$ cat config.mk
export PLATFORM = sky130hd
export DESIGN_NAME = ptrd_dist
export DESIGN_NICKNAME = d
export VERILOG_FILES = /design/src/sv/ptrd_pkg.sv /design/src/sv/ptrd_dist.sv
export SDC_FILE = /design/constraint.sdc
export NUM_CORES = 2
export LEC_CHECK = 0
export BUFFER_PORTS_ARGS = -buffer_cell sky130_fd_sc_hd__buf_2
export CELL_PAD_IN_SITES_DETAIL_PLACEMENT = 0
export CELL_PAD_IN_SITES_GLOBAL_PLACEMENT = 1
export CORE_MARGIN = 3
export CORE_UTILIZATION = 55
export CTS_CLUSTER_SIZE = 28
export DETAILED_ROUTE_END_ITERATION = 7
export GPL_ROUTABILITY_DRIVEN = 0
export PLACE_DENSITY = 0.95
export RECOVER_POWER = 50
export SETUP_SLACK_MARGIN = 0.02
export SLEW_MARGIN = 20
export SYNTH_ARGS = -nofsm -noshare
export SYNTH_HDL_FRONTEND = slang
export SYNTH_SLANG_ARGS = --single-unit
export TNS_END_PERCENT = 10
$ cat constraint.sdc
create_clock -name clk -period 11.1 [get_ports clk]
set_input_delay 0.555 -clock clk [delete_from_list [all_inputs] [get_ports clk]]
set_output_delay 0.555 -clock clk [all_outputs]
set_load 0.05 [all_outputs]
$ cat src/sv/ptrd_pkg.sv
package ptrd_pkg;

  localparam int CAPACITY   = 1024;
  localparam int NUM_TABLES = 3;
  localparam int IDX_W      = $clog2(CAPACITY);
  localparam int CNT_W      = IDX_W + 1;
  localparam int TBL_W      = 2;
  localparam int ADDR_W     = TBL_W + IDX_W;
  localparam int DEPTH      = NUM_TABLES * CAPACITY;
  localparam int COORD_W    = 16;
  localparam int RADIUS_W   = 15;
  localparam int R2_W       = 2 * RADIUS_W;
  localparam int ATTR_W     = 32;
  localparam int OP_W       = 2;
  localparam int STATUS_W   = 2;

  localparam logic [OP_W-1:0] OP_APPEND = 2'd0;
  localparam logic [OP_W-1:0] OP_REMOVE = 2'd1;
  localparam logic [OP_W-1:0] OP_DELETE = 2'd2;

  localparam logic [STATUS_W-1:0] ST_OK       = 2'd0;
  localparam logic [STATUS_W-1:0] ST_FULL     = 2'd1;
  localparam logic [STATUS_W-1:0] ST_BAD_KIND = 2'd2;

  typedef logic [CNT_W-1:0]  cnt_t;
  typedef logic [ADDR_W-1:0] addr_t;

  typedef struct packed {
    logic signed [COORD_W-1:0] pos_x;
    logic signed [COORD_W-1:0] pos_y;
    logic signed [COORD_W-1:0] pos_z;
    logic [ATTR_W-1:0]         attributes;
  } entry_t;

endpackage

$ cat src/sv/ptrd_dist.sv
module ptrd_dist (
  input  logic                              clk,
  input  logic signed [ptrd_pkg::COORD_W-1:0] ent_x,
  input  logic signed [ptrd_pkg::COORD_W-1:0] ent_y,
  input  logic signed [ptrd_pkg::COORD_W-1:0] cx,
  input  logic signed [ptrd_pkg::COORD_W-1:0] cy,
  input  logic [ptrd_pkg::R2_W-1:0]         r2,
  output logic                              hit
);
  import ptrd_pkg::*;

  logic signed [COORD_W:0]     dx;
  logic signed [COORD_W:0]     dy;
  logic signed [2*COORD_W+1:0] prod_x;
  logic signed [2*COORD_W+1:0] prod_y;
  logic [2*COORD_W-1:0]        sq_x;
  logic [2*COORD_W-1:0]        sq_y;
  logic [2*COORD_W:0]          sum;

  // stage 1: differences, stage 2: squares, then add and compare
  always_ff @(posedge clk) begin
    dx <= {ent_x[COORD_W-1], ent_x} - {cx[COORD_W-1], cx};
    dy <= {ent_y[COORD_W-1], ent_y} - {cy[COORD_W-1], cy};
  end

  assign prod_x = dx * dx;
  assign prod_y = dy * dy;

  always_ff @(posedge clk) begin
    sq_x <= prod_x[2*COORD_W-1:0];
    sq_y <= prod_y[2*COORD_W-1:0];
  end

  assign sum = {1'b0, sq_x} + {1'b0, sq_y};
  assign hit = sum <= {{(2*COORD_W+1-R2_W){1'b0}}, r2};
endmodule

==> flow_summary.json <==
{
  "max_slew_margin": 0.315,
  "clock_sinks": 96,
  "rsz0062_at_grt": "false",
  "ys_types": 62,
  "critical_path_class": "flip-flop to flip-flop",
  "path_max_fanout": 18,
  "met3_length_mm": 2.73,
  "first_pass_iters": 5,
  "synthXorXnorAreaFrac": 0.0491,
  "hp-class": "input port to flip-flop",
  "top_level_ports": 96,
  "first_global_vias": 19400,
  "vias": 17800,
  "rows": 76,
  "drt-total-wl_mm": 51.8,
  "htreeDepth": 3,
  "placedCellCount": 3334,
  "fillCellCount": 3758,
  "seq_area_um2": 1920,
  "yosys_warnings": 0,
  "areaGrowthSynthToFinish_pct": 5.37,
  "cts.path.max_buffers": 2,
  "multiInputGateArea_um2": 19600,
  "timing.final.crit_share": 0.622,
  "wl_met2_mm": 26.6,
  "avgSynthCellArea_um2": 9.10,
  "synth_edf_count": 0,
  "drcViolationCount": 0,
  "synthSimpleGateAreaFrac": 0.112,
  "syn_nets": 3573,
  "chipHeight_um": 218,
  "antenna_left": 0,
  "place_hpwl_mm": 44.9,
  "status": "complete, no violations",
  "synth_seq_cells": 96,
  "grt-ovfl-total": 0,
  "grt_max_degree": 32,
  "synthMuxAreaShare": 0.00132,
  "drt-initial-drc-count": 1018,
  "synth_compound_area_frac": 0.0828,
  "fin_setup_tns_ps": 0,
  "post_cts_buffers": 0,
  "ys.flop_type": "dfxtp_1",
  "worst_pin_slew_ps": 1030,
  "grt_pass1_wl_mm": 89.2,
  "diodes": 0,
  "die_x_um": 218,
  "rrSetupSlack_ps": 4200,
  "track_usage": 0.233,
  "final_layout_size_suffix_gt1_frac": 0.0514,
  "dr.max_layer_used": "met4",
  "die-area_um2": 47300,
  "final_cells": 3350,
  "final_cell_mix": "inv_1 (774), fa_1 (514), ha_1 (261)",
  "start_kind": "flip-flop",
  "cp.required_ps": 11430,
  "wl_per_cell_um": 15.5,
  "syn-cell-area_um2": 24600,
  "synth_fa_ha_area_frac": 0.551,
  "initial_core_util": 0.564,
  "fmax_mhz": 145,
  "port_buffers": 95,
  "clkTransAtPathRegs_ps": 80,
  "hold_viol_final": 0,
  "nets": 3630,
  "clock_latency_ps": 400,
  "synthCells": 2703,
  "final_max_slew_viol_count": 0,
  "async_flop_share": 0,
  "worstPathArrival_ps": 7230,
  "antenna_found_initial": 0,
  "synth_top_family_by_area": "adder cells",
  "core_um2": 43600,
  "cts-root-buf": "clkbuf_16",
  "cts_tree": "built",
  "endpoint_kind": "flip-flop",
  "hold_buffers": 0,
  "final_core_util": 0.594,
  "period_needed_ps": 6900,
  "finalSetupViolCount": 0,
  "finClkSkew_ps": 14.5,
  "drt-met1-wl_mm": 21.0,
  "vias_per_cell": 5.30,
  "cts_resized": 0,
  "ys_seq_area_frac": 0.0781,
  "final_common_cell": "inv_1",
  "cts_buffers": 9,
  "cap_violations": 0
}
==> cell families (layout without fill, tap and decap cells) <==
group,count (synthesis),after routing
muxes,3,3
xor gates and xnor gates,138,138
and+or+nand+nor,560,560
buffers and inverters,825,887
AOI/OAI and AO/OA,306,306
adders and majority gates,775,775
DFF,96,96
==> metrics by stage <==
stage | setup WS (ps) | cell area (um^2) | hold slack [ps]
2_1_floorplan | 4860 | 24600 | 347
3_3_place_gp | 4450 | 25600 | 662
3_5_place_dp | 4310 | 25600 | 654
4_1_cts | 4270 | 25900 | 402
5_1_grt | 3770 | 25900 | 422
6_report | 4200 | 25900 | 422
==> layout make-up <==
type,count,share of cell area
Inverter,774,0.112
Timing Repair Buffer,97,0.0188
Tap cell,585,0.0282
Multi-Input combinational cell,1782,0.755
Sequential cell,96,0.0741
Clock inverter,7,0.00265
Clock buffer,9,0.00869
==> per-layer routing <==
metal	global-route usage	up-vias
met5	0	-
met4	0.0822	0
met3	0.0333	104
met2	0.409	451
met1	0.298	8946
li1	-	8260
==> worst paths after layout <==
kind,start,endpoint,cells after the start
worst max register to register,dy[7],sq_y[28],22
worst min register to register,dy[0],sq_y[0],0
worst min-delay path,cy[0],dy[0],3
worst max-delay path,dy[7],sq_y[28],22
==> cells in the mapped netlist (17+ instances only) <==
master | number | area share
a21o_1 | 43 | 0.013
a21oi_1 | 92 | 0.019
and2_1 | 106 | 0.027
clkbuf_1 | 51 | 0.0078
dfxtp_1 | 96 | 0.078
fa_1 | 514 | 0.42
ha_1 | 261 | 0.13
inv_1 | 774 | 0.12
nand2_1 | 190 | 0.029
nand3_1 | 24 | 0.0049
nand4_1 | 17 | 0.0043
nor2_1 | 94 | 0.014
nor2b_1 | 46 | 0.012
nor3_1 | 24 | 0.0049
o21ai_0 | 56 | 0.011
xnor2_1 | 106 | 0.038
xor2_1 | 32 | 0.011
==> worst max-delay path: stages (launching register included) <==
cell     delay (ps)
dfxtp_1         830
nand2_1         180
fa_1            610
inv_1            70
fa_1            520
inv_1            60
fa_1            530
inv_1            50
fa_1            460
fa_1            500
inv_1            50
fa_1            470
inv_1            40
ha_1            340
a21o_1          220
a21o_1          180
a21oi_1         170
o21ai_1         100
or3_1           320
a31oi_1         410
o31ai_2         210
or4_1           430
nand3_1          90
==> flip-flops by register name, indices dropped and copies added (netlist names) <==
signal  count
sq_y       31
dx         17
sq_x       31
dy         17
Power is left out: the tool's default activity adds up to more than one toggle a clock period on the data nets, which glitch-free logic cannot reach.
