`src/sv/ptrd_ram.sv`:
```
module ptrd_ram #(
  parameter int WIDTH = 8,
  parameter int DEPTH = 16
) (
  input  logic                     clk,
  input  logic                     we,
  input  logic [$clog2(DEPTH)-1:0] waddr,
  input  logic [WIDTH-1:0]         wdata,
  input  logic                     re,
  input  logic [$clog2(DEPTH)-1:0] raddr,
  output logic [WIDTH-1:0]         rdata
);
  logic [WIDTH-1:0] mem [DEPTH];

  always_ff @(posedge clk) begin
    if (we) begin
      mem[waddr] <= wdata;
    end
  end

  always_ff @(posedge clk) begin
    if (re) begin
      rdata <= mem[raddr];
    end
  end
endmodule

```
`config.mk`:
```
export PLATFORM = sky130hd
export DESIGN_NAME = ptrd_ram
export DESIGN_NICKNAME = d
export VERILOG_FILES = /design/src/sv/ptrd_ram.sv
export SDC_FILE = /design/constraint.sdc
export NUM_CORES = 1
export LEC_CHECK = 0
export BUFFER_PORTS_ARGS = -buffer_cell sky130_fd_sc_hd__buf_4
export CAP_MARGIN = 25
export CORE_ASPECT_RATIO = 0.6
export CORE_MARGIN = 2
export CORE_UTILIZATION = 30
export DETAILED_ROUTE_END_ITERATION = 8
export PLACE_DENSITY = 0.51
export SETUP_SLACK_MARGIN = 0.05
export SLEW_MARGIN = 20
export SYNTH_ARGS = -nofsm -noshare
export SYNTH_HDL_FRONTEND = slang
export SYNTH_SLANG_ARGS = --single-unit
```
`constraint.sdc`:
```
create_clock -name clk -period 2.6 [get_ports clk]
set_clock_uncertainty 0.15 [all_clocks]
set_input_delay 0.39 -clock clk [delete_from_list [all_inputs] [get_ports clk]]
set_output_delay 0.39 -clock clk [all_outputs]
set_load 0.02 [all_outputs]
```
==> results of run 1 <==
==> where the power goes <==
| group | total (W) | internal [W] | switching [W] |
|---|---|---|---|
| sequential | 0.00249 | 0.00247 | 0.0000184 |
| clock | 0.00241 | 0.00152 | 0.000894 |
| combinational | 0.000242 | 0.000106 | 0.000135 |
==> metrics by stage <==
step | utilization [%] | worst slack (ps) | hold slack [ps]
5_1_grt | 37.3 | 612 | 141
3_5_place_dp | 33.8 | 288 | 563
4_1_cts | 37.3 | 720 | 140
3_3_place_gp | 33.8 | 306 | 557
2_1_floorplan | - | 567 | 339
6_report | 37.3 | 740 | 148
==> logic make-up (layout without fill, tap and decap cells) <==
group | Yosys count | after routing | synth area share (%)
buf+inv | 10 | 77 | 1.65
simple gates | 35 | 35 | 3.14
compound gates | 16 | 16 | 2.30
mux | 32 | 32 | 14.8
flops | 136 | 136 | 78.1
==> cell usage after synthesis <==
cell type	number
sky130_fd_sc_hd__buf_2	3
sky130_fd_sc_hd__clkdlybuf4s25_2	3
sky130_fd_sc_hd__nor2_1	13
sky130_fd_sc_hd__or3b_2	1
sky130_fd_sc_hd__mux4_2	18
sky130_fd_sc_hd__nor2b_1	1
sky130_fd_sc_hd__nand3b_1	2
sky130_fd_sc_hd__nand3_1	1
sky130_fd_sc_hd__nand2_1	9
sky130_fd_sc_hd__and2b_1	1
sky130_fd_sc_hd__nor3_1	4
sky130_fd_sc_hd__a22oi_1	16
sky130_fd_sc_hd__and2_1	1
sky130_fd_sc_hd__buf_4	1
sky130_fd_sc_hd__nand2b_1	2
sky130_fd_sc_hd__mux4_1	14
sky130_fd_sc_hd__edfxtp_1	136
sky130_fd_sc_hd__buf_6	3
==> sequential cells by signal (all words and copies together) (netlist names) <==
register	flops
rdata	8
mem	128
==> worst max-delay path by stage <==
stage             start             endpoint  slack, ps  depth (start not counted)
5_1_grt        raddr[0]   rdata[1]$_DFFE_PP_        610                          5
4_1_cts        raddr[0]   rdata[1]$_DFFE_PP_        720                          5
2_1_floorplan  waddr[2]  mem[0][0]$_DFFE_PP_        570                          2
3_3_place_gp   raddr[0]   rdata[3]$_DFFE_PP_        310                          5
6_report       raddr[0]   rdata[1]$_DFFE_PP_        740                          5
3_5_place_dp   raddr[0]   rdata[1]$_DFFE_PP_        290                          5
==> layer usage <==
metal  up-vias  GRT usage, %
met5         -             0
met4         0          2.88
met3         0          3.47
met2        78          15.1
met1      1263          20.1
li1       1094             -
==> worst register-to-register path: stages (launching register included) <==
cell                       delay (ps)
sky130_fd_sc_hd__edfxtp_1         410
sky130_fd_sc_hd__mux4_2           470
sky130_fd_sc_hd__a22oi_1          240
sky130_fd_sc_hd__nand2_1           90
==> area by class of cell <==
type                            count  area share, %
Sequential cell                   136           64.0
Multi-Input combinational cell     83           16.6
Clock buffer                       19           6.79
Timing Repair Buffer               45           5.30
Tap cell                          234           4.59
Clock inverter                     13           2.71
==> results.md, run 1 <==
Status:
- The run finished with clean final reports.

Clock tree:
- The number of setup buffers added after CTS is 0.
- TritonCTS built the clock tree.
- The clock insertion delay at the later pin of the skew report is ~400 ps.
- The post-CTS resize count is 0.
- The number of buffers added by the clock tree synthesis step is 17.
- The clock drives 136 sinks.
- The CTS clock-pin slew for the worst setup and hold paths is 60 ps.
- In this run the deepest clock path goes through 2 buffers.
- The clock root buffer is sky130_fd_sc_hd__clkbuf_16.
- The H-tree was split into 4 levels.
- The number of hold buffers added after cts is 0.

Yosys:
- The number of different library cells used by synthesis comes to 18.
- The number of synthesized register bits is between 100 and 150.
- Synthesis produced a netlist with a net count of ~250.
- The synthesized design devotes to its leading area cell type between 70% and 80% of total area.
- The mapped cell area is 5230 um^2.
- During synthesis, Yosys emitted a total of 0 warnings.
- The fraction of the yosys area taken by sequential cells is 78.1%.
- Sorting the synthesized cells by area gives the leading types as sky130_fd_sc_hd__edfxtp_1 78%, sky130_fd_sc_hd__mux4_2 7.8%, sky130_fd_sc_hd__mux4_1 7.0%, sky130_fd_sc_hd__a22oi_1 2.3%, sky130_fd_sc_hd__nor2_1 0.93%.
- The top cell type by total area after synthesis is sky130_fd_sc_hd__edfxtp_1.
- Dividing the synthesized area by the synthesized cell count gives approximately 23 um^2.
- After technology mapping, the gate count stands at ~230.

Critical path:
- The end of the worst register-to-register path is rdata[4]$_DFFE_PP_.
- The sort of element at the start of the critical path is an input pin.
- The worst-case reg-to-reg path depth is 3.
- The kind of critical path is in -> reg.
- Traced cell by cell, the critical path runs through buf_4, buf_4, mux4_1, a22oi_1, nand2_1.
- The worst reg-to-reg setup slack is just under 1000 ps.
- Data on the critical path is required at its endpoint by ~2600 ps.
- The master of the slowest instance on the critical path is sky130_fd_sc_hd__mux4_1.
- Counting stages on the worst path, the most repeated cell is sky130_fd_sc_hd__buf_4.
- Together, buffers and inverters on the worst path number 2.
- The delay contributed by the slowest stage of the critical path is about 580 ps.
- In this run the worst path has a maximum fanout of 22.
- The cell type group with the largest total delay on the critical path is buffers and inverters.
- The kind of end point of the critical path is a register.
- For the worst setup path, the data arrival time is 1860 ps.
- The startpoint of the most critical register-to-register path is mem[2][4]$_DFFE_PP_.

STA:
- For the pin with the worst max-slew slack, the measured transition is 810 ps.
- The worst path needs approximately 1900 ps of the cycle, external delays included.
- After layout, the worst path uses around 72% of the clock period.
- The final sum of negative setup slack is 0 ps.
- Setup violations remaining at the end of the flow were counted as 0.
- Timing would allow up to ~0.54 GHz.
- Setup repair after global routing left no endpoint under its margin.
- The number of max-slew violations in the final report is 0.
- The normalized max-slew margin is approximately 46%.
- The number of hold-slack violations in the final timing report is 0.

Layout:
- The share of post-route cells with drive strength above 1 is between 30% and 40%.
- The leading cell type in the layout, fill and taps excluded is sky130_fd_sc_hd__edfxtp_1.
- Across the whole layout, storage elements account for ~4100 um^2.
- The final cell count without fillers is 530.
- The signed area change from the synthesized netlist to the final layout is 22.0%.
- Once layout is done, the placed cells without fillers occupy around 6400 um^2.
- The number of nets in the layout is approximately 300.
- The library cells used most frequently in the layout, excluding fill and tap cells, are 136 x sky130_fd_sc_hd__edfxtp_1, 45 x sky130_fd_sc_hd__buf_4, 18 x sky130_fd_sc_hd__mux4_2.
- The multi-input combinational cells in the finished layout cover a total of ~1100 um^2.
- The number of antenna repair diodes is 0.
- The filler cells instantiated in the layout total around 1600.

Power:
- Summing internal, switching and leakage power gives around 0.0051 W.
- In this run the power density over the cells is about 810 nW/um^2.
- The static leakage power is roughly 2.1 nW.
- The worst-case IR drop observed on VDD is around 0.00039 V.

Placement:
- Port buffering added 26 buffers.
- The placed wire-length estimate after detailed placement is approximately 7300 um.
- Routability-driven placement finished with a final weighted congestion of 0.703.
- Counting tap cells, the placed design contains a total of roughly 500 instances.
- The cell area after placement is about 5800 um^2.

Routing:
- The routed length on met3 is 837 um.
- The amount of wire on met2 after detailed routing is ~4200 um.
- The total via count after detailed routing is around 2400.
- In the final routing, the length of wire on met1 measures 5510 um.
- The initial detailed-routing violation count is between 150 and 200.
- The aggregate routed wire length is roughly 11000 um.
- In the routed layout, each cell is associated on average with a via count of between 4 and 5.
- For this run, design rule violations remaining after detail routing come to 0.
- The number of search-and-repair iterations in the first detailed-routing pass is 5.
- In this run the remaining antenna-violating nets after routing total 0.
- In the final routed layout, each cell accounts on average for between 15 and 20 um.
- In this run the top signal layer used is met3.

Floorplan:
- The die covers about 19000 um^2.
- In this run the count of I/O pins placed on the die edge is 27.
- From left edge to right edge, the die measures between 150 and 200 um.
- After floorplanning, the core was divided into 37 placement rows.
- The placeable core region is roughly 17000 um^2.
- The die height is ~110 um.
- The initial standard-cell utilization of the core is a little under a third.

Global routing:
- The initial antenna violation count is 0.
- Global routing used between 10% and 20% of the available tracks.
- The maximum number of pins on one net before global-route repair is 33.
- The via count of the first global-routing pass came to 2478.
- The first global-routing pass estimated approximately 16000 um of wire.
- Summed over all layers, the global routing overflow is 0.

Flow run:
- The total of max-cap violations is 0.

Worst hold path:
- The startpoint of the worst hold path is wdata[6].
- For hold timing, the worst endpoint is mem[4][6]$_DFFE_PP_.
- The worst hold path depth is 1.
- The path class of the tightest hold or removal check is in -> reg.
(Power assumes the default switching activity.)
==> inputs of run 2 (changes only) <==
--- a/config.mk
+++ b/config.mk
@@ -11,7 +11,7 @@
 export CORE_MARGIN = 2
 export CORE_UTILIZATION = 30
 export DETAILED_ROUTE_END_ITERATION = 8
-export PLACE_DENSITY = 0.51
+export PLACE_DENSITY = 0.52
 export SETUP_SLACK_MARGIN = 0.05
 export SLEW_MARGIN = 20
 export SYNTH_ARGS = -nofsm -noshare
==> constraint.sdc (replaced) <==
create_clock -name clk -period 1.6 [get_ports clk]
set_clock_uncertainty 0.15 [all_clocks]
set_input_delay 0.24 -clock clk [delete_from_list [all_inputs] [get_ports clk]]
set_output_delay 0.24 -clock clk [all_outputs]
set_load 0.02 [all_outputs]
==> results.md, run 2 (same netlist as run 1, synthesis figures left out) <==
Status:
- The run finished with clean final reports.

Routing:
- The count of nets left with antenna violations once routing finished came out at 0.
- The first detailed-routing pass took 4 iterations.
- In this run, the number of DRC markers left after iteration 0 of detailed routing was between 200 and 300.
- The wire length per cell after detailed routing is just over 20 um.
- The count of unresolved DRC violations after routing is 0.
- The average vias per placed instance is around 4.6.
- The routed layout has between 2000 and 2500 vias.
- The aggregate routed wire length is ~11000 um.

Critical path:
- At the worst endpoint, the required time is 1590 ps.
- The sort of element at the start of the critical path is a register.
- The worst reg-to-reg setup slack is 2 ps.
- The worst setup path is of the reg -> reg kind.
- The kind of end point of the critical path is a register.
- The maximum fanout encountered on the critical timing path is 1.
- The worst register-to-register path has a depth of 3.
- The arrival time of data at the critical path endpoint is about 1600 ps.

Floorplan:
- The initial standard-cell utilization of the core is a little under a third.
- The floorplan step set the die width to 174 um.
- The die height is 106 um.
- The floorplan step defined a die boundary enclosing 18500 um^2.
- Row generation in the floorplan step produced 37 rows.
- The placeable core region is 17100 um^2.
- The boundary pin count is 27.

Placement:
- The congestion estimate from routability-driven global placement came to between 0.7 and 0.8.
- The placed wire-length estimate after detailed placement is 7900 um.
- Buffers placed on the I/O ports in this run total 26.

Clock tree:
- In this run the number of H-tree levels came out at 4.
- The tree built by TritonCTS fans out to roughly 140 sinks.
- The clock reaches the later pin of the worst-skew pair after roughly 410 ps.
- Buffers inserted during clock tree synthesis total 17.
- The CTS clock-pin slew for the worst setup and hold paths is 60 ps.
- The clock root buffer is sky130_fd_sc_hd__clkbuf_16.
- The clock tree from TritonCTS is built.
- The maximum buffer depth of the clock tree is 2.

STA:
- Summed over all failing endpoints, the final setup total negative slack is 0 ps.
- In the finished design, the share of the clock period the worst path needs comes to between 90 and 100%.
- The maximum frequency from static timing analysis is ~0.63 GHz.
- The number of max-slew violations in the final report came to 0.
- Measured against its own limit, the worst slew margin works out to around two fifths.
- The number of hold-slack violations in the final timing report is 0.
- Setup repair after global routing could not meet its margin everywhere.
- The slew of the pin with the lowest slew margin is ~890 ps.
- Setup violations remaining at the end of the flow were counted as 0.
- The routed design could run at a clock period as short as roughly 1600 ps.
- Final hold analysis gives a worst-case slack of slightly below 10 ps.

Global routing:
- The overall global routing resource usage is 13.3%.
- The via count of the first global-routing pass came to ~2600.
- The initial antenna violation count is 0.
- Entering global routing, the biggest net connects 17 pins.
- The wire length of the first global-routing pass is around 17000 um.
- The total congestion overflow after global routing is 0.

Layout:
- The number of nets in the layout is between 300 and 400.
- The area growth from synthesis to layout is 25.3%.
- The number of fill cells in the layout is approximately 1500.
- The flip-flop count of the largest register, all copies and words added is 128.
- In the layout the commonest cells are 136 x sky130_fd_sc_hd__edfxtp_1, 52 x sky130_fd_sc_hd__buf_4, 31 x sky130_fd_sc_hd__mux4_2.
- The largest register by flop count is mem.
- The repair_antennas step left the layout with diodes totalling 0.
- In the final layout, the registers with the most flip-flops are mem (128), rdata (8).
- The final standard cell utilization of the core is a little under two fifths.
- Of the cells placed in the final design, the portion with a size suffix greater than 1 is between 40 and 50%.
- The leading cell type in the layout, fill and taps excluded is sky130_fd_sc_hd__edfxtp_1.

Power:
- The worst-case IR drop observed on VDD is between 0.0007 and 0.0008 V.
- The post-route total power is approximately 0.0085 W.
- The total power per unit cell area is 1300 nW/um^2.
- Summed over all cells, the static leakage comes to roughly 2.2 nW.

Flow run:
- The total of max-cap violations is 0.

Worst hold path:
- The worst hold path depth is 1.
- The path class of the lowest-slack min-delay path is in -> reg.
-- run 2: cell count changes in the layout (fill, tap and decap cells not counted), moves of 2 or more --
| cell | before | now |
|---|---|---|
| sky130_fd_sc_hd__dlygate4sd3_1 | 0 | 2 |
| sky130_fd_sc_hd__mux4_1 | 14 | 1 |
| sky130_fd_sc_hd__nor3_2 | 0 | 3 |
| sky130_fd_sc_hd__clkinv_2 | 0 | 3 |
| sky130_fd_sc_hd__clkinvlp_4 | 4 | 2 |
| sky130_fd_sc_hd__nor3_1 | 4 | 1 |
| sky130_fd_sc_hd__buf_4 | 45 | 52 |
| sky130_fd_sc_hd__a22oi_2 | 0 | 10 |
| sky130_fd_sc_hd__mux4_2 | 18 | 31 |
| sky130_fd_sc_hd__inv_6 | 2 | 0 |
| sky130_fd_sc_hd__buf_12 | 0 | 4 |
| sky130_fd_sc_hd__a22oi_1 | 16 | 6 |
-- run 2: worst paths after layout --
check	from	endpoint
worst min-delay path	wdata[0]	mem[14][0]$_DFFE_PP_
worst min register to register	mem[7][1]$_DFFE_PP_	rdata[1]$_DFFE_PP_
worst max-delay path	mem[14][6]$_DFFE_PP_	rdata[6]$_DFFE_PP_
worst max register to register	mem[14][6]$_DFFE_PP_	rdata[6]$_DFFE_PP_
-- run 2: power by group --
| part | switching, W | internal, W |
|---|---|---|
| clock | 0.00141 | 0.00259 |
| sequential | 0.0000207 | 0.00401 |
| combinational | 0.000267 | 0.000216 |
| total | 0.00170 | 0.00682 |
-- run 2: worst max-delay path, cell delays in order (launching register included) --
cell and delay (ps):
sky130_fd_sc_hd__edfxtp_1 380, sky130_fd_sc_hd__mux4_2 560, sky130_fd_sc_hd__a22oi_2 140, sky130_fd_sc_hd__nand2_1 100
-- run 2: stage by stage --
step / area, um^2 / instances / worst slack (ps)
2_1_floorplan: 5230 / 229 / -56.1
3_5_place_dp: 5870 / 509 / -247
4_1_cts: 6520 / 542 / -14.2
6_report: 6550 / 542 / 1.83
5_1_grt: 6550 / 542 / -61.6
3_3_place_gp: 5870 / 509 / -249
-- run 2: cell type report --
cell class	instances	area, um^2	share of cell area [%]
sequential	136	4080	62.3
clock buffer	18	429	6.55
multi-input combinational	83	1080	16.4
timing repair buffer	58	490	7.49
clock inverter	13	180	2.75
tap	234	293	4.47
-- run 2: repair_timing --
| item | 4_1_cts | 5_1_grt |
|---|---|---|
| pin swaps | 1 | 5 |
| setup buffers | 0 | 0 |
| hold endpoints to repair | 24 | 0 |
| hold buffers | 2 | 0 |
| endpoints found under the setup margin | 7 | 8 |
| resized for setup | 3 | 8 |
-- run 2: per-layer routing --
layer / wire length (um) / GRT usage (%) / share of wire, % / vias to the layer above
met5: 0 / 0 / 0 / -
li1: - / - / - / 1099
met4: 33 / 4.32 / 0.29 / 0
met2: 4610 / 17.0 / 41 / 78
met1: 5400 / 21.0 / 48 / 1297
met3: 1180 / 4.15 / 10 / 4
